[src/design/wmn_pkg.sv]
// Shared types and constants for the weighted multipath next-hop selector.
// No dependencies; every other design file imports this package.
package wmn_pkg;

  localparam int WEIGHT_FIELDS = 8;
  localparam int WEIGHT_W      = 8;
  localparam int MAX_HOPS_DEF  = 8;
  localparam int HOP_W         = 3;
  localparam int CNT_W         = 4;
  localparam int CREDIT_W      = 9;
  localparam int TOTAL_W       = 12;
  localparam int TICK_W        = 32;
  localparam int CFG_W         = 64;
  localparam int CFG_IDX_W     = 1;
  localparam int DIV_CNT_W     = 5;
  localparam int REM_W         = 14;
  localparam int QUEUE_DEPTH   = 2;

  localparam logic [CFG_IDX_W-1:0] CFG_WEIGHTS   = 1'b0;
  localparam logic [CFG_IDX_W-1:0] CFG_HOP_COUNT = 1'b1;

  localparam logic [1:0] ACT_SELECT = 2'd0;
  localparam logic [1:0] ACT_KILL   = 2'd1;
  localparam logic [1:0] ACT_REVIVE = 2'd2;

  localparam logic [1:0] STATUS_OK        = 2'd0;
  localparam logic [1:0] STATUS_NO_WEIGHT = 2'd1;
  localparam logic [1:0] STATUS_NO_PICK   = 2'd2;

  typedef enum logic [1:0] {
    OP_SELECT,
    OP_KILL,
    OP_REVIVE,
    OP_NOP
  } op_e;

  typedef enum logic [2:0] {
    ST_IDLE,
    ST_REFILL,
    ST_PREP,
    ST_DIV,
    ST_WALK,
    ST_EDIT,
    ST_OUT
  } state_e;

  typedef struct packed {
    logic [1:0]        action;
    logic [TICK_W-1:0] tick;
    logic [HOP_W-1:0]  hop_index;
  } in_item_t;

  typedef struct packed {
    logic [HOP_W-1:0] selected_hop;
    logic [1:0]       status;
    logic             route_dead;
  } out_item_t;

  typedef struct packed {
    op_e               op;
    logic [TICK_W-1:0] tick;
    logic [HOP_W-1:0]  hop;
  } job_t;

  typedef struct packed {
    logic valid;
    job_t job;
  } push_t;

endpackage

[src/design/wmn_front.sv]
// Front stage: request register and decode of the action into a queued job.
// Depends on wmn_pkg.
module wmn_front import wmn_pkg::*; (
  input  logic             clk_i,
  input  logic             rst_ni,
  input  logic             in_valid_i,
  output logic             in_stall_o,
  input  in_item_t         in_item_i,
  input  logic [CNT_W-1:0] hops_i,
  input  logic             q_full_i,
  output push_t            push_o
);

  logic  front_valid_q, front_valid_d;
  job_t  front_q, front_d;
  logic  accept;
  logic  push;
  logic  in_use;

  assign in_stall_o = front_valid_q && q_full_i;
  assign accept     = in_valid_i && !in_stall_o;
  assign push       = front_valid_q && !q_full_i;
  assign in_use     = CNT_W'(in_item_i.hop_index) < hops_i;

  always_comb begin
    front_d       = front_q;
    front_valid_d = front_valid_q;
    if (push) begin
      front_valid_d = 1'b0;
    end
    if (accept) begin
      front_valid_d = 1'b1;
      front_d.tick  = in_item_i.tick;
      front_d.hop   = in_item_i.hop_index;
      // drop edits of hops that are not in use
      unique case (in_item_i.action)
        ACT_SELECT: front_d.op = OP_SELECT;
        ACT_KILL:   front_d.op = in_use ? OP_KILL : OP_NOP;
        ACT_REVIVE: front_d.op = in_use ? OP_REVIVE : OP_NOP;
        default:    front_d.op = OP_NOP;
      endcase
    end
  end

  always_ff @(posedge clk_i or negedge rst_ni) begin
    if (!rst_ni) begin
      front_valid_q <= 1'b0;
    end else begin
      front_valid_q <= front_valid_d;
    end
  end

  always_ff @(posedge clk_i) begin
    front_q <= front_d;
  end

  assign push_o.valid = push;
  assign push_o.job   = front_q;

endmodule

[src/design/wmn_queue.sv]
// Short job queue between the front stage and the execution engine.
// Depends on wmn_pkg.
module wmn_queue import wmn_pkg::*; (
  input  logic  clk_i,
  input  logic  rst_ni,
  input  push_t push_i,
  output logic  full_o,
  input  logic  pop_i,
  output logic  valid_o,
  output job_t  job_o
);

  localparam int PTR_W = (QUEUE_DEPTH > 1) ? $clog2(QUEUE_DEPTH) : 1;
  localparam int CNT_QW = $clog2(QUEUE_DEPTH + 1);

  job_t              mem_q [QUEUE_DEPTH];
  logic [PTR_W-1:0]  wr_ptr_q, rd_ptr_q;
  logic [CNT_QW-1:0] count_q;
  logic              do_push, do_pop;

  assign full_o  = count_q == CNT_QW'(QUEUE_DEPTH);
  assign valid_o = count_q != '0;
  assign job_o   = mem_q[rd_ptr_q];
  assign do_push = push_i.valid && !full_o;
  assign do_pop  = pop_i && valid_o;

  always_ff @(posedge clk_i or negedge rst_ni) begin
    if (!rst_ni) begin
      wr_ptr_q <= '0;
      rd_ptr_q <= '0;
      count_q  <= '0;
    end else begin
      if (do_push) begin
        wr_ptr_q <= (wr_ptr_q == PTR_W'(QUEUE_DEPTH - 1)) ? '0 : wr_ptr_q + 1'b1;
      end
      if (do_pop) begin
        rd_ptr_q <= (rd_ptr_q == PTR_W'(QUEUE_DEPTH - 1)) ? '0 : rd_ptr_q + 1'b1;
      end
      if (do_push && !do_pop) begin
        count_q <= count_q + 1'b1;
      end else if (do_pop && !do_push) begin
        count_q <= count_q - 1'b1;
      end
    end
  end

  always_ff @(posedge clk_i) begin
    if (do_push) begin
      mem_q[wr_ptr_q] <= push_i.job;
    end
  end

endmodule

[src/design/wmn_back.sv]
// Execution engine: credit refill, serial modulo, hop walk, edits, result register.
// Depends on wmn_pkg.
module wmn_back import wmn_pkg::*; #(
  parameter int HOP_LIMIT = MAX_HOPS_DEF
) (
  input  logic             clk_i,
  input  logic             rst_ni,
  input  logic [CFG_W-1:0] weights_i,
  input  logic [CNT_W-1:0] hops_i,
  input  logic             q_valid_i,
  input  job_t             q_job_i,
  output logic             q_pop_o,
  output logic             out_valid_o,
  input  logic             out_stall_i,
  output out_item_t        out_item_o
);

  localparam logic [TOTAL_W-1:0] MaxTotal = TOTAL_W'(HOP_LIMIT * (1 << WEIGHT_W));

  state_e                  state_q, state_d;
  logic [CREDIT_W-1:0]     credit_q [HOP_LIMIT];
  logic [HOP_LIMIT-1:0]    dead_q, dead_d;
  logic [TOTAL_W-1:0]      total_q, total_d;
  logic [TOTAL_W-1:0]      sum_q, sum_d;
  logic [HOP_W-1:0]        idx_q, idx_d;
  logic [DIV_CNT_W-1:0]    bit_q, bit_d;
  logic [TICK_W-1:0]       tick_q, tick_d;
  logic [TOTAL_W-1:0]      rem_q, rem_d;
  logic signed [REM_W-1:0] wrem_q, wrem_d;
  op_e                     op_q, op_d;
  logic [HOP_W-1:0]        res_sel_q, res_sel_d;
  logic [1:0]              res_status_q, res_status_d;
  logic                    out_valid_q, out_valid_d;
  out_item_t               out_q, out_d;

  logic                    cr_we;
  logic [CREDIT_W-1:0]     cr_wdata;
  logic [CREDIT_W-1:0]     cred;
  logic                    cur_dead;
  logic signed [REM_W-1:0] cred_ext, nrem;
  logic [CREDIT_W-1:0]     weight;
  logic [TOTAL_W:0]        trial;
  logic [TOTAL_W-1:0]      rem_next;
  logic                    last_hop;
  logic                    eligible;
  logic                    any_alive;
  logic                    out_free;
  logic                    dead_with_credit;

  // read port at the walk index
  always_comb begin
    cred     = '0;
    cur_dead = 1'b0;
    for (int i = 0; i < HOP_LIMIT; i++) begin
      if (idx_q == HOP_W'(i)) begin
        cred     = credit_q[i];
        cur_dead = dead_q[i];
      end
    end
  end

  always_comb begin
    any_alive        = 1'b0;
    dead_with_credit = 1'b0;
    for (int i = 0; i < HOP_LIMIT; i++) begin
      if (CNT_W'(i) < hops_i && !dead_q[i]) begin
        any_alive = 1'b1;
      end
      if (dead_q[i] && credit_q[i] != '0) begin
        dead_with_credit = 1'b1;
      end
    end
  end

  assign weight   = CREDIT_W'(weights_i[WEIGHT_W*idx_q +: WEIGHT_W]) + 1'b1;
  assign cred_ext = REM_W'(cred);
  assign nrem     = wrem_q - cred_ext;
  assign eligible = !cur_dead && cred != '0;
  assign last_hop = CNT_W'(idx_q) == hops_i - CNT_W'(1);
  assign trial    = {rem_q, tick_q[TICK_W-1]};
  assign rem_next = (trial >= {1'b0, total_q}) ? TOTAL_W'(trial - {1'b0, total_q})
                                               : TOTAL_W'(trial);
  assign out_free = !out_valid_q || !out_stall_i;

  always_comb begin
    state_d      = state_q;
    dead_d       = dead_q;
    total_d      = total_q;
    sum_d        = sum_q;
    idx_d        = idx_q;
    bit_d        = bit_q;
    tick_d       = tick_q;
    rem_d        = rem_q;
    wrem_d       = wrem_q;
    op_d         = op_q;
    res_sel_d    = res_sel_q;
    res_status_d = res_status_q;
    out_d        = out_q;
    out_valid_d  = out_valid_q && out_stall_i;
    cr_we        = 1'b0;
    cr_wdata     = '0;
    q_pop_o      = 1'b0;

    unique case (state_q)
      ST_IDLE: begin
        if (q_valid_i) begin
          q_pop_o      = 1'b1;
          op_d         = q_job_i.op;
          tick_d       = q_job_i.tick;
          res_sel_d    = '0;
          res_status_d = STATUS_OK;
          sum_d        = '0;
          unique case (q_job_i.op)
            OP_SELECT: begin
              idx_d   = '0;
              state_d = (total_q == '0) ? ST_REFILL : ST_PREP;
            end
            OP_KILL, OP_REVIVE: begin
              idx_d   = q_job_i.hop;
              state_d = ST_EDIT;
            end
            default: state_d = ST_OUT;
          endcase
        end
      end
      ST_REFILL: begin
        // load alive hops with their weight, one hop a cycle
        if (!cur_dead) begin
          cr_we    = 1'b1;
          cr_wdata = weight;
          sum_d    = sum_q + TOTAL_W'(weight);
        end
        if (last_hop) begin
          total_d = sum_d;
          state_d = ST_PREP;
        end else begin
          idx_d = idx_q + 1'b1;
        end
      end
      ST_PREP: begin
        if (total_q == '0) begin
          res_status_d = STATUS_NO_WEIGHT;
          state_d      = ST_OUT;
        end else begin
          rem_d   = '0;
          bit_d   = '0;
          state_d = ST_DIV;
        end
      end
      ST_DIV: begin
        // restoring modulo, one tick bit a cycle
        rem_d  = rem_next;
        tick_d = tick_q << 1;
        bit_d  = bit_q + 1'b1;
        if (bit_q == DIV_CNT_W'(TICK_W - 1)) begin
          wrem_d  = REM_W'(rem_next);
          idx_d   = '0;
          state_d = ST_WALK;
        end
      end
      ST_WALK: begin
        if (eligible && nrem <= 0) begin
          cr_we     = 1'b1;
          cr_wdata  = cred - 1'b1;
          total_d   = total_q - 1'b1;
          res_sel_d = idx_q;
          state_d   = ST_OUT;
        end else begin
          if (eligible) begin
            wrem_d = nrem;
          end
          if (last_hop) begin
            res_status_d = STATUS_NO_PICK;
            state_d      = ST_OUT;
          end else begin
            idx_d = idx_q + 1'b1;
          end
        end
      end
      ST_EDIT: begin
        for (int i = 0; i < HOP_LIMIT; i++) begin
          if (idx_q == HOP_W'(i)) begin
            if (op_q == OP_KILL && !cur_dead) begin
              dead_d[i] = 1'b1;
              cr_we     = 1'b1;
              total_d   = (total_q >= TOTAL_W'(cred)) ? total_q - TOTAL_W'(cred) : '0;
            end else if (op_q == OP_REVIVE && cur_dead) begin
              dead_d[i] = 1'b0;
              cr_we     = 1'b1;
            end
          end
        end
        state_d = ST_OUT;
      end
      ST_OUT: begin
        // hold until the result register frees up
        if (out_free) begin
          out_valid_d        = 1'b1;
          out_d.selected_hop = res_sel_q;
          out_d.status       = res_status_q;
          out_d.route_dead   = !any_alive;
          state_d            = ST_IDLE;
        end
      end
      default: state_d = ST_IDLE;
    endcase
  end

  always_ff @(posedge clk_i or negedge rst_ni) begin
    if (!rst_ni) begin
      state_q     <= ST_IDLE;
      dead_q      <= '0;
      total_q     <= '0;
      out_valid_q <= 1'b0;
      for (int i = 0; i < HOP_LIMIT; i++) begin
        credit_q[i] <= '0;
      end
    end else begin
      state_q     <= state_d;
      dead_q      <= dead_d;
      total_q     <= total_d;
      out_valid_q <= out_valid_d;
      for (int i = 0; i < HOP_LIMIT; i++) begin
        if (cr_we && idx_q == HOP_W'(i)) begin
          credit_q[i] <= cr_wdata;
        end
      end
    end
  end

  always_ff @(posedge clk_i) begin
    sum_q        <= sum_d;
    idx_q        <= idx_d;
    bit_q        <= bit_d;
    tick_q       <= tick_d;
    rem_q        <= rem_d;
    wrem_q       <= wrem_d;
    op_q         <= op_d;
    res_sel_q    <= res_sel_d;
    res_status_q <= res_status_d;
    out_q        <= out_d;
  end

  assign out_valid_o = out_valid_q;
  assign out_item_o  = out_q;

  a_total_bound: assert property (@(posedge clk_i) disable iff (!rst_ni)
    total_q <= MaxTotal)
    else $error("credit total above the sum of all weights");

  a_rem_below_total: assert property (@(posedge clk_i) disable iff (!rst_ni)
    state_q == ST_DIV |-> (total_q != '0 && rem_q < total_q))
    else $error("modulo remainder not below the total");

  a_dead_no_credit: assert property (@(posedge clk_i) disable iff (!rst_ni)
    !dead_with_credit)
    else $error("dead hop still holds credit");

  a_result_from_out: assert property (@(posedge clk_i) disable iff (!rst_ni)
    $rose(out_valid_q) |-> $past(state_q == ST_OUT))
    else $error("result loaded outside the result state");

endmodule

[src/design/weighted_multipath_nexthop_select.sv]
// Weighted multipath next-hop selector: one route, up to eight hops.
// Channels: request in (in_valid_i / in_stall_o / in_item_i), result out
// (out_valid_o / out_stall_i / out_item_o), each moving on valid and not stall.
// Every request gives exactly one result, in order.
// Config: write cfg_we_i with cfg_index_i 0 for the weight table, 1 for the hop
// count; write only while no request is in flight.
// Operation: a select's time from request to result is set by the bit-serial
// 32-bit modulo of the tick by the credit total plus the walk over the hops in
// use and, when the total is empty, the refill over them. One request executes
// at a time; the front register and a two-entry queue take up to three more
// requests meanwhile.
// Reset: every hop alive with zero credit, total zero so the first select
// refills; weights zero (weight 1 each), hop count 1.
// A stalled result holds in the output register; the engine waits in its
// result state and the queue fills until in_stall_o rises.
// Depends on wmn_pkg, wmn_front, wmn_queue, wmn_back.
module weighted_multipath_nexthop_select import wmn_pkg::*; #(
  parameter int MAX_HOPS = MAX_HOPS_DEF
) (
  input  logic                 clk_i,
  input  logic                 rst_ni,
  input  logic                 in_valid_i,
  output logic                 in_stall_o,
  input  in_item_t             in_item_i,
  output logic                 out_valid_o,
  input  logic                 out_stall_i,
  output out_item_t            out_item_o,
  input  logic                 cfg_we_i,
  input  logic [CFG_IDX_W-1:0] cfg_index_i,
  input  logic [CFG_W-1:0]     cfg_data_i
);

  localparam int HopLimit = (MAX_HOPS < WEIGHT_FIELDS) ? MAX_HOPS : WEIGHT_FIELDS;

  logic [CFG_W-1:0] weights_q;
  logic [CNT_W-1:0] hop_count_q;
  logic [CNT_W-1:0] hops;
  push_t            push;
  logic             q_full, q_valid, q_pop;
  job_t             q_job;

  always_ff @(posedge clk_i or negedge rst_ni) begin
    if (!rst_ni) begin
      weights_q   <= '0;
      hop_count_q <= CNT_W'(1);
    end else if (cfg_we_i) begin
      unique case (cfg_index_i)
        CFG_WEIGHTS:   weights_q   <= cfg_data_i;
        CFG_HOP_COUNT: hop_count_q <= cfg_data_i[CNT_W-1:0];
        default: ;
      endcase
    end
  end

  // clamp the hop count to one through the hop limit
  always_comb begin
    if (hop_count_q == '0) begin
      hops = CNT_W'(1);
    end else if (hop_count_q > CNT_W'(HopLimit)) begin
      hops = CNT_W'(HopLimit);
    end else begin
      hops = hop_count_q;
    end
  end

  wmn_front u_front (
    .clk_i      (clk_i),
    .rst_ni     (rst_ni),
    .in_valid_i (in_valid_i),
    .in_stall_o (in_stall_o),
    .in_item_i  (in_item_i),
    .hops_i     (hops),
    .q_full_i   (q_full),
    .push_o     (push)
  );

  wmn_queue u_queue (
    .clk_i   (clk_i),
    .rst_ni  (rst_ni),
    .push_i  (push),
    .full_o  (q_full),
    .pop_i   (q_pop),
    .valid_o (q_valid),
    .job_o   (q_job)
  );

  wmn_back #(
    .HOP_LIMIT (HopLimit)
  ) u_back (
    .clk_i       (clk_i),
    .rst_ni      (rst_ni),
    .weights_i   (weights_q),
    .hops_i      (hops),
    .q_valid_i   (q_valid),
    .q_job_i     (q_job),
    .q_pop_o     (q_pop),
    .out_valid_o (out_valid_o),
    .out_stall_i (out_stall_i),
    .out_item_o  (out_item_o)
  );

endmodule
[config.mk]
export PLATFORM = sky130hd
export DESIGN_NAME = weighted_multipath_nexthop_select
export DESIGN_NICKNAME = d
export VERILOG_FILES = /design/src/design/wmn_pkg.sv /design/src/design/wmn_front.sv /design/src/design/wmn_queue.sv /design/src/design/wmn_back.sv /design/src/design/weighted_multipath_nexthop_select.sv
export SDC_FILE = /design/constraint.sdc
export NUM_CORES = 1
export LEC_CHECK = 0
export ABC_AREA = 1
export BUFFER_PORTS_ARGS = -buffer_cell sky130_fd_sc_hd__clkbuf_2
export CAP_MARGIN = 20
export CORE_AREA = 2 2 221 223
export CTS_CLUSTER_SIZE = 16
export DETAILED_ROUTE_END_ITERATION = 10
export DIE_AREA = 0 0 223 225
export PLACE_DENSITY = 0.56
export SLEW_MARGIN = 20
export SYNTH_ARGS = -nofsm -noshare
export SYNTH_HDL_FRONTEND = slang
export SYNTH_SLANG_ARGS = --single-unit
[constraint.sdc]
create_clock -name clk_i -period 5.2 [get_ports clk_i]
set_clock_uncertainty 0.05 [all_clocks]
set_input_delay 0.26 -clock clk_i [delete_from_list [all_inputs] [get_ports clk_i]]
set_output_delay 0.26 -clock clk_i [all_outputs]
set_load 0.01 [all_outputs]
Word-level counts from Yosys, hierarchy flattened
Memories as Yosys holds them, arrays and structs flattened.
Index checks and enable logic that the tools add are counted.
{"block": "word_totals", "register_bits": 297, "latch_bits": 0, "mem_bits_rw": 74, "romBits": 0, "input_bits": 107, "out_inout_bits": 8, "wordCells": 325, "memories": 1}
{"name": "u_queue.mem_q", "words": 2, "width": 37, "read_ports": 1, "rd_ports_with_merged_regs": 0, "wr": 1, "line_no": "wmn_queue.sv:16", "source": "job_t mem_q [QUEUE_DEPTH];"}
{"block": "op_classes", "addsub": 14, "n_mul": 0, "div_mod_pow": 0, "magnitude_cmp": 13, "n_eq_ne": 34, "shift": 1, "n_mux": 135, "bitwise_logic": 1, "reduce_logical": 86}
{"op": "two-way mux 12 bit", "count": 25}
{"op": "two-way mux 9 bit", "count": 10}
{"op": "one-hot mux 32 bit (2 select lines)", "count": 1}
{"op": "indexed part select 64 x 7 -> 8 bit", "count": 1}
{"op": "two-way mux 1 bit", "count": 57}
{"op": "one-hot mux 12 bit (2 select lines)", "count": 2}
{"op": "two-way mux 14 bit", "count": 3}
{"op": "two-way mux 3 bit", "count": 13}
{"op": "one-hot mux 12 bit (3 select lines)", "count": 1}
{"op": "two-way mux 32 bit", "count": 1}
{"op": "AND reduction 3 bit", "count": 10}
{"op": "logical AND 1 bit", "count": 28}
{"op": "one-hot mux 14 bit (2 select lines)", "count": 1}
{"op": "== test 3 bit (second input constant)", "count": 7}
{"op": "one-hot mux 3 bit (7 select lines)", "count": 1}
{"op": "one-hot mux 3 bit (2 select lines)", "count": 3}
{"op": "one-hot mux 9 bit (2 select lines)", "count": 1}
{"op": "nonzero test 2 bit", "count": 9}
{"op": "logical NOT 1 bit", "count": 16}
{"op": "less-than comparator 3 x 4 -> 1 bit (first input constant)", "count": 4}
{"op": "two-way mux 2 bit", "count": 8}
{"op": "AND reduction 5 bit", "count": 3}
{"op": "<= comparator 14 x 1 -> 1 bit (second input constant)", "count": 1}
{"op": "inequality test 2 x 1 -> 1 bit (second input constant)", "count": 7}
{"op": "other kinds (46)", "count": 71}

Depth between registers and ports, before layout
Gate-level depths: netlist of run 1.
{"block": "depth", "depth_word": 38, "ltp_mapped": 36, "depth_no_buf": 33}

Cells and area by module
Synthesis of run 1 repeated with hierarchy kept, for this count alone.
{"block": "hier_totals", "hier_cells": 2293, "hier_area_um2": 19451.2}
{"mod": "wmn_back", "n_inst": 1, "cells_per_inst": 1700, "area_per_inst_um2": 12540.8, "seq_area_each_um2": 5134.9}
{"mod": "wmn_queue", "n_inst": 1, "cells_per_inst": 225, "area_per_inst_um2": 2934.1, "seq_area_each_um2": 2322.2}
{"mod": "weighted_multipath_nexthop_select", "n_inst": 1, "cells_per_inst": 301, "area_per_inst_um2": 2702.6, "seq_area_each_um2": 1702.9}
{"mod": "wmn_front", "n_inst": 1, "cells_per_inst": 67, "area_per_inst_um2": 1273.7, "seq_area_each_um2": 1136.1}

Worst setup path before layout of run 1
No wires, ideal clock.
{"block": "synth_timing", "kind": "reg2reg", "start": "reg u_back.idx_q[0]", "end": "reg u_back.wrem_q[0], enable pin", "setup_time_ns": 0.389, "arrival_time_ns": 5.085, "required_ns": 4.761, "path_slack_ns": -0.324, "path_stages_with_launch": 34, "path_buffers": 5, "period_less_slack_ns": 5.524, "cell_sequence": "edfxtp_1 > clkinv_1 > clkbuf_1 > buf_1 > ha_1 > nand2_2 > buf_2 > buf_2 > o21ai_0 > a21oi_1 > a211oi_1 > o21ai_0 > nand2_1 > nand3_1 > o21ai_0 > inv_1 > ha_1 > fa_1 > nor2_1 > o21ai_1 > nand2_1 > nand2_1 > nand2_1 > nand2_1 > nand2_1 > nand2_1 > nand2_1 > nor2_1 > nand3_1 > nand2_1 > buf_4 > nand2_2 > nand2_2 > a21oi_1"}
{"block": "synth_via", "elab_chain_len": 14, "elab_cells_between_ends": 33, "classes_between": "add/sub (1); order compare (1); eq/ne (9); mux (16); reduce/logical (6)"}
{"item": "start, declared", "line_no": "wmn_back.sv:25", "source": "logic [HOP_W-1:0] idx_q, idx_d;"}
{"item": "start signal, assigned", "line_no": "wmn_back.sv:233", "source": "idx_q <= idx_d;"}
{"item": "logical NOT 3 bit", "line_no": "wmn_back.sv:55", "source": "if (idx_q == HOP_W'(i)) begin"}
{"item": "two-way mux 9 bit or two-way mux 1 bit (tied branches) (8 in a row)", "line_no": "wmn_back.sv:55"}
{"item": "subtractor 14 x 10 -> 14 bit (tied with other cells)", "line_no": "wmn_back.sv:77", "source": "assign nrem = wrem_q - cred_ext;"}
{"item": "<= comparator 14 x 1 -> 1 bit or logical AND 1 bit (tied branches)", "line_no": "wmn_back.sv:162, wmn_back.sv:78"}
{"item": "logical AND 1 bit", "line_no": "wmn_back.sv:162", "source": "if (eligible && nrem <= 0) begin"}
{"item": "inequality test 2 bit (no source line)"}
{"item": "AND reduction 4 bit (no source line) (*)"}
{"item": "end signal, assigned", "line_no": "wmn_back.sv:237", "source": "wrem_q <= wrem_d;"}
{"item": "end, declared", "line_no": "wmn_back.sv:29", "source": "logic signed [REM_W-1:0] wrem_q, wrem_d;"}
Every way passes the cells marked *; elsewhere a longest branch is shown, timed or not.
A chain may end at the register's enable or synchronous reset.

Final worst setup path of run 1
{"block": "layout_timing", "start": "reg u_back.idx_q[1]", "end": "reg u_back.credit_q[16] in the netlist's numbering"}
{"block": "layout_via", "elab_chain_len": 38, "elab_cells_between_ends": 68, "classes_between": "add/sub (3); order compare (1); eq/ne (7); shift (1); mux (48); reduce/logical (8)"}
{"item": "logical NOT 3 bit", "line_no": "wmn_back.sv:55, wmn_back.sv:182"}
{"item": "two-way mux 1 bit (8 in a row)", "line_no": "wmn_back.sv:55"}
{"item": "logical AND 1 bit or logical NOT 1 bit (tied branches)", "line_no": "wmn_back.sv:187, wmn_back.sv:78, wmn_back.sv:183"}
{"item": "two-way mux 1 bit or logical AND 1 bit (tied branches)", "line_no": "wmn_back.sv:187, wmn_back.sv:183"}
{"item": "two-way mux 1 bit", "line_no": "wmn_back.sv:183", "source": "if (op_q == OP_KILL && !cur_dead) begin"}
{"item": "two-way mux 1 bit", "line_no": "wmn_back.sv:182", "source": "if (idx_q == HOP_W'(i)) begin"}
{"item": "two-way mux 1 bit", "line_no": "wmn_back.sv:187", "source": "end else if (op_q == OP_REVIVE && cur_dead) begin"}
{"item": "two-way mux 1 bit", "line_no": "wmn_back.sv:183"}
{"item": "[... 15 more ...]"}
{"item": "two-way mux 1 bit", "line_no": "wmn_back.sv:187"}
{"item": "two-way mux 1 bit", "line_no": "wmn_back.sv:183"}
{"item": "two-way mux 1 bit", "line_no": "wmn_back.sv:182"}
{"item": "two-way mux 1 bit", "line_no": "wmn_back.sv:187"}
{"item": "two-way mux 1 bit", "line_no": "wmn_back.sv:183"}
{"item": "two-way mux 1 bit", "line_no": "wmn_back.sv:182"}
{"item": "one-hot mux 1 bit (3 select lines)", "line_no": "wmn_back.sv:104", "source": "unique case (state_q)"}
{"item": "logical AND 1 bit", "line_no": "wmn_back.sv:224", "source": "if (cr_we && idx_q == HOP_W'(i)) begin"}
{"item": "end signal, assigned by index", "line_no": "wmn_back.sv:225", "source": "credit_q[i] <= cr_wdata;"}
{"item": "end, declared", "line_no": "wmn_back.sv:21", "source": "logic [CREDIT_W-1:0] credit_q [HOP_LIMIT];"}
Several ways; a longest one is shown, not always the timed one. The select of a mux whose other input is x is not followed.

==> flow_summary.toml, run 1 <==
[run_status]
status = "finished clean"

[logic_synthesis]
ys.warnings.count = 0
syn_nets = 2249
async_flop_share = 0.456
syn-cell-area_um2 = 19000
ys_ff_latch = 371
syn_inst = 2082
ys_seq_area_frac = 0.542
synth_cell_types = 53
synthFlopType = "edfxtp_1"
avgSynthCellArea_um2 = 9.13
synth_edf_count = 202

[clocking]
clk_path_buf_depth = 3
clkSlewWorstSetupHoldPaths_ps = 60
cts_made_buffers = 42
cts_tree = "done"
cts_sinks = 371
ctsHtreeMaxLevel = 2
clockRootBuffer = "clkbuf_16"
clk_latency_ps = 590

[setup_path]
rr_startpoint = "u_back.idx_q[1]$_DFFE_PP_"
slowest_stage = "edfxtp_1"
crit_cells = 28
crit_path_max_incr_delay_ps = 440
cp.required_ps = 5650
crit_type = "reg2reg"
end_kind = "register"
r2r-end = "u_back.credit_q[16]$_DFFE_PN0P_"
path_common_cell = "nand2_1"
critPathMaxFanout = 16
critPathBufInv = 4
startpoint = "u_back.idx_q[1]$_DFFE_PP_"
cp_top_family = "simple AND/OR/NAND/NOR gates"
r2r_setup_slack_ps = 390
worst_setup_path_start_kind = "register"
reg2reg_depth = 28
crit_path_end = "u_back.credit_q[16]$_DFFE_PN0P_"
arrival_ps = 5270

[worst_hold_path]
min_from = "cfg_index_i"
hold_class = "in2reg"

[timing]
max_freq_mhz = 208
period_needed_ps = 4810
drv_slew = 0
worst_pin_slew_ps = 926
finalSetupTns_ps = 0
final_hold_viol_count = 0
finalSetupViolations = 0
relSlewSlack = 0.383
fin_crit_sh = 0.926
rsz0062_at_grt = "false"

[final_layout]
syn_to_final_growth_pct = 21.6
layout_common_cells = "nand2_1 (621), nor2_1 (214), edfxtp_1 (202)"
final_area_um2 = 23100
nets = 2512
final_common_cell = "nand2_1"
drive_above_1_share = 0.155

[route]
wl_met2_mm = 25.9
ant_nets = 0
drtPass1Iterations = 5
wl_met3_mm = 2.67
routed.top_layer = "met4"
routedWlPerCell_um = 17.8
drt-met1-wl_mm = 22.9
routed_wirelength_mm = 53.2
drc = 0
routed_via_density = 5.21
vias = 15600
drt_iter0_markers = 1138

[floorplan]
die_w_um = 223
core.rowCount = 80
die_area_um2 = 50200
die_y_um = 225
start_util = 0.400
core-area_um2 = 47500
ioPinCount = 115

[power_and_ir_drop]
p_per_area_nw_per_um2 = 740
ir_drop_uv = 319
leakagePower_nw = 10.4

[placed_design]
place.gp.congestion = 0.871
placed_area_um2 = 20600
dpl.hpwl_mm = 36.7
portBuffers = 114

[global_route]
grt_pass1_wl_mm = 84.2
grt_pass1_vias = 15400
grt_usage = 0.213
grt_max_degree = 90
grt-ovfl-total = 0
antenna_found_initial = 1

[flow_run]
drv_cap = 0
## synthesized netlist by cell type, types with 18 or more instances
master | number | area [µm²]
xor2_1 | 23 | 201
nand3_1 | 67 | 335
a31oi_1 | 41 | 257
inv_1 | 147 | 552
clkbuf_1 | 39 | 146
a21oi_1 | 54 | 270
dfrtp_1 | 168 | 4200
ha_1 | 56 | 701
xnor2_1 | 20 | 175
nand2_1 | 625 | 2350
o21ai_0 | 136 | 681
mux2_2 | 60 | 676
nand2_2 | 18 | 113
edfxtp_1 | 202 | 6070
nor3_1 | 22 | 110
nand4_1 | 24 | 150
o22ai_1 | 20 | 125
nor2_1 | 217 | 815
## area by class of cell
| type | instances | area (µm²) |
|---|---|---|
| multi-input cells | 1490 | 7970 |
| clock inverters | 22 | 181 |
| fillers | 4434 | 24400 |
| clock buffers | 55 | 1150 |
| well taps | 615 | 769 |
| inverters | 168 | 633 |
| diodes | 1 | 2.50 |
| flip-flops and latches | 371 | 10300 |
| repair buffers | 272 | 2110 |
## stage by stage
stage / hold slack, ps / power (mW) / util / setup slack [ps] / std cells
2_1_floorplan: -85.6 / 11.2 / - / 99.1 / 2082
3_3_place_gp: 348 / 13.8 / 0.431 / 212 / 2798
3_5_place_dp: 351 / 14.0 / 0.433 / 181 / 2801
4_1_cts: 44.8 / 17.0 / 0.483 / 130 / 2983
5_1_grt: 138 / 18.5 / 0.486 / 5.70 / 2994
6_report: 71.1 / 17.1 / 0.486 / 385 / 2994
## per-layer routing
layer	vias to the layer above	GRT usage
li1	7552	-
met1	7450	0.277
met2	484	0.365
met3	109	0.0272
met4	0	0.0784
met5	-	0
## sequential cells by signal (all words and copies together) (netlist names), 6 cells and up
name and cells:
u_back.wrem_q 14, u_back.rem_q 12, u_back.credit_q 72, u_front.push_o 37
u_back.total_q 12, u_back.out_item_o 6, u_back.sum_q 12, weights_q 64
u_back.tick_q 32, u_back.dead_q 8, u_queue.mem_q 74
## worst reg2reg max path, delay by kind of cell (launching register included)
family	cells	cell delay, ps
buf+inv	4	600
fa+ha+maj	2	580
simple gates	14	1590
xor+xnor	1	160
flops	1	440
compound gates	7	1270
## logic make-up (layout without fill, tap and decap cells)
kind of cell	Yosys count	count (layout)	share of synthesized area
flops	371	371	0.542
mux	64	64	0.0377
compound gates	317	325	0.0998
other cells	0	1	0
fa+ha+maj	60	60	0.0411
xor+xnor	43	43	0.0198
simple gates	998	998	0.213
buf+inv	229	517	0.0468
## repair_timing
| item | 4_1_cts | 5_1_grt |
|---|---|---|
| gates resized for setup | 0 | 14 |
| endpoints found under the setup margin | 0 | 106 |
| hold buffers | 105 | 0 |
| buffers inserted | 0 | 2 |
| endpoints found under the hold margin | 194 | 0 |
## worst min path at each step
stage	to	slack [ps]	cells past startpoint
global placement	weights_q[43]$_DFFE_PN0P_	350	1
detailed placement	weights_q[43]$_DFFE_PN0P_	350	1
CTS	hop_count_q[0]$_DFFE_PN1P_	40	3
finish	hop_count_q[0]$_DFFE_PN1P_	70	3
floorplan	hop_count_q[1]$_DFFE_PN0P_	-90	0
global route	hop_count_q[0]$_DFFE_PN1P_	140	3
## power breakdown
group          switching (mW)  internal (mW)  total, mW
combinational            6.16           3.17       9.33
sequential              0.509           4.40       4.91
clock                    1.24           1.62       2.86
total                    7.91           9.20       17.1
No activity file was read; power rests on OpenSTA's default activity.
==> run 2, diff against run 1 <==
--- a/config.mk
+++ b/config.mk
@@ -5,7 +5,6 @@
 export SDC_FILE = /design/constraint.sdc
 export NUM_CORES = 1
 export LEC_CHECK = 0
-export ABC_AREA = 1
 export BUFFER_PORTS_ARGS = -buffer_cell sky130_fd_sc_hd__clkbuf_2
 export CAP_MARGIN = 20
 export CORE_AREA = 2 2 221 223
==> run 2 against run 1 <==
Count of clock-buffer cells in the layout grew 5. Flip-flop and latch count is the same. Sequential share of layout area decreased by 0.91 points. Clock power is essentially flat. Synthesized area down 0.36%. Setup slack worse by 180 ps. Critical endpoint is now u_back.total_q[11]$_DFFE_PN0P_. Highest routed layer unchanged.
==> flow_summary.toml, run 2 <==
[timing]
drv_slew = 0
period_needed_ps = 5000
rsz0062_at_grt = "true"
final_hold_viol_count = 0
worst_pin_slew_ps = 936
max_freq_mhz = 200
finalSetupTns_ps = 0
whs_ps = 133
finalSetupViolations = 0
relSlewSlack = 0.376
fin_crit_sh = 0.961
worst_slack_ps = 201

[global_route]
grt_pass1_vias = 14400
grt_usage = 0.201
grt_pass1_wl_mm = 79.5
antenna_found_initial = 0
grt-ovfl-total = 0
grt_max_degree = 88

[floorplan]
die_y_um = 225
start_util = 0.398
core-area_um2 = 47500
die_w_um = 223
ioPinCount = 115
die_area_um2 = 50200
core.rowCount = 80

[final_layout]
syn_to_final_growth_pct = 24.6
fin_cells = 2563
drive_above_1_share = 0.232
largest_reg_flops = 74
layout_common_cells = "edfxtp_1 (202), dfrtp_1 (167), a21oi_1 (128)"
ff_latch_area_um2 = 10300
final_common_cell = "edfxtp_1"
fillers = 4165
nets = 2083
antenna_cells = 0
multi_input_area_um2 = 8360
largest_register = "u_queue.mem_q"
top_regs = "u_queue.mem_q: 74 flops, u_back.credit_q: 72 flops, weights_q: 64 flops"

[route]
drt_iter0_markers = 1037
drc = 0
ant_nets = 0
routedWlPerCell_um = 19.8
routed_wirelength_mm = 50.7
routed_via_density = 5.55
drtPass1Iterations = 5
vias = 14200

[setup_path]
slowest_stage = "a222oi_1"
worst_setup_path_start_kind = "register"
cp_top_family = "compound AO/OA/AOI/OAI gates"
crit_type = "reg2reg"
cp.required_ps = 5640
crit_path_max_incr_delay_ps = 460
critPathBufInv = 4
critPathMaxFanout = 6
crit_chain = "ha_2 -> ha_2 -> buf_4 -> nand2_1 -> o22ai_1 -> a222oi_1 -> o21ai_2 -> ha_2 -> fa_2 -> nor2b_4 -> o21ai_4 -> a31oi_4 -> o211ai_1 -> mux2i_1 -> a2111o_1 -> o41ai_4 -> buf_4 -> buf_12 -> a31oi_4 -> or2_4 -> buf_4 -> o22ai_2"
arrival_ps = 5440
end_kind = "register"

[logic_synthesis]
synth.top_cell.area_share = 0.320
ys_top_cells_by_area = "edfxtp_1 (32%), dfrtp_1 (22%), mux2_2 (4.0%)"
syn-cell-area_um2 = 18900
syn_nets = 1786
synth_cell_types = 88
yosysTopAreaCell = "edfxtp_1"
synth_edf_count = 202
ys_ff_latch = 371
async_flop_share = 0.456
syn_inst = 1619
yosysMostFrequentCell = "edfxtp_1"
avgSynthCellArea_um2 = 11.7
ys.warnings.count = 0
synthFlopType = "edfxtp_1"
ys_seq_area_frac = 0.544
synth_top_cells_by_count = "edfxtp_1 (202), dfrtp_1 (168), a21oi_1 (132)"

[placed_design]
pre_cts_ws_ps = 18.5
dpl.hpwl_mm = 34.4
place_inst = 2372
place.gp.congestion = 0.884
portBuffers = 114

[power_and_ir_drop]
p_per_area_nw_per_um2 = 763
total_power_mw = 18.0
leakagePower_nw = 9.42
ir_drop_uv = 386

[clocking]
cts_tree = "done"
clk_latency_ps = 590
clk_path_buf_depth = 3
ctsHtreeMaxLevel = 2
cts_sinks = 371
clockRootBuffer = "clkbuf_16"
cts_made_buffers = 41
clkSlewWorstSetupHoldPaths_ps = 60

[run_status]
status = "finished clean"

[flow_run]
drv_cap = 0

[worst_hold_path]
hold_class = "in2reg"
run 2: metrics by stage:
stage / util / area (µm²)
after floorplan: - / 19100
after global placement: 0.441 / 20900
after detailed placement: 0.441 / 21000
after CTS: 0.491 / 23400
after global routing: 0.496 / 23600
final: 0.496 / 23600
run 2: cell families after synthesis:
group,count (synthesis),share of synthesized area
flops,371,0.544
xor+xnor,60,0.0278
buf+inv,142,0.0295
compound gates,449,0.167
mux,133,0.0857
fa+ha+maj,65,0.0439
simple gates,399,0.102
run 2: where the power goes:
group | total (mW) | internal (mW) | switching (mW)
Combinational | 10.1 | 4.34 | 5.81
Sequential | 4.96 | 4.34 | 0.624
Clock | 2.89 | 1.66 | 1.23
run 2: final cells by class:
class / count / share of cell area
multi-input combinational: 1110 / 0.354
inverter: 60 / 0.00986
tap: 615 / 0.0326
clock buffer: 60 / 0.0504
timing repair buffer: 332 / 0.110
sequential: 371 / 0.436
clock inverter: 15 / 0.00663
run 2: final timing paths:
kind	start	end	slack [ps]	cells past startpoint
worst min-delay path	cfg_we_i	hop_count_q[3]$_DFFE_PN0P_	130	3
min in group asynchronous	rst_ni	u_back.credit_q[33]$_DFFE_PN0P_	260	2
worst max-delay path	u_back.idx_q[1]$_DFFE_PP_	u_back.total_q[11]$_DFFE_PN0P_	200	22
worst min register to register	u_back.res_status_q[0]$_DFFE_PP_	u_back.out_item_o[1]$_DFFE_PP_	390	0
worst max register to register	u_back.idx_q[1]$_DFFE_PP_	u_back.total_q[11]$_DFFE_PN0P_	200	22
max in group asynchronous	rst_ni	u_queue.rd_ptr_q$_DFFE_PN0P_	3700	3
run 2: tightest hold or removal path: stages:
cell	delay, ps
clkbuf_2	90
nand2_1	180
mux2_2	190
run 2: metal layers:
layer	routed length [µm]	up-vias	track usage
met5	0	-	0
met4	1600	0	0.0738
met3	2340	97	0.0312
met2	24500	409	0.339
met1	22300	7026	0.263
li1	-	6686	-
run 2: repair_timing:
item	4_1_cts	5_1_grt
setup buffers	0	7
hold buffers	105	0
endpoints found under the setup margin	3	93
gates resized for setup	1	32
pin swaps	2	20
gates cloned	0	4
hold endpoints to repair	191	0
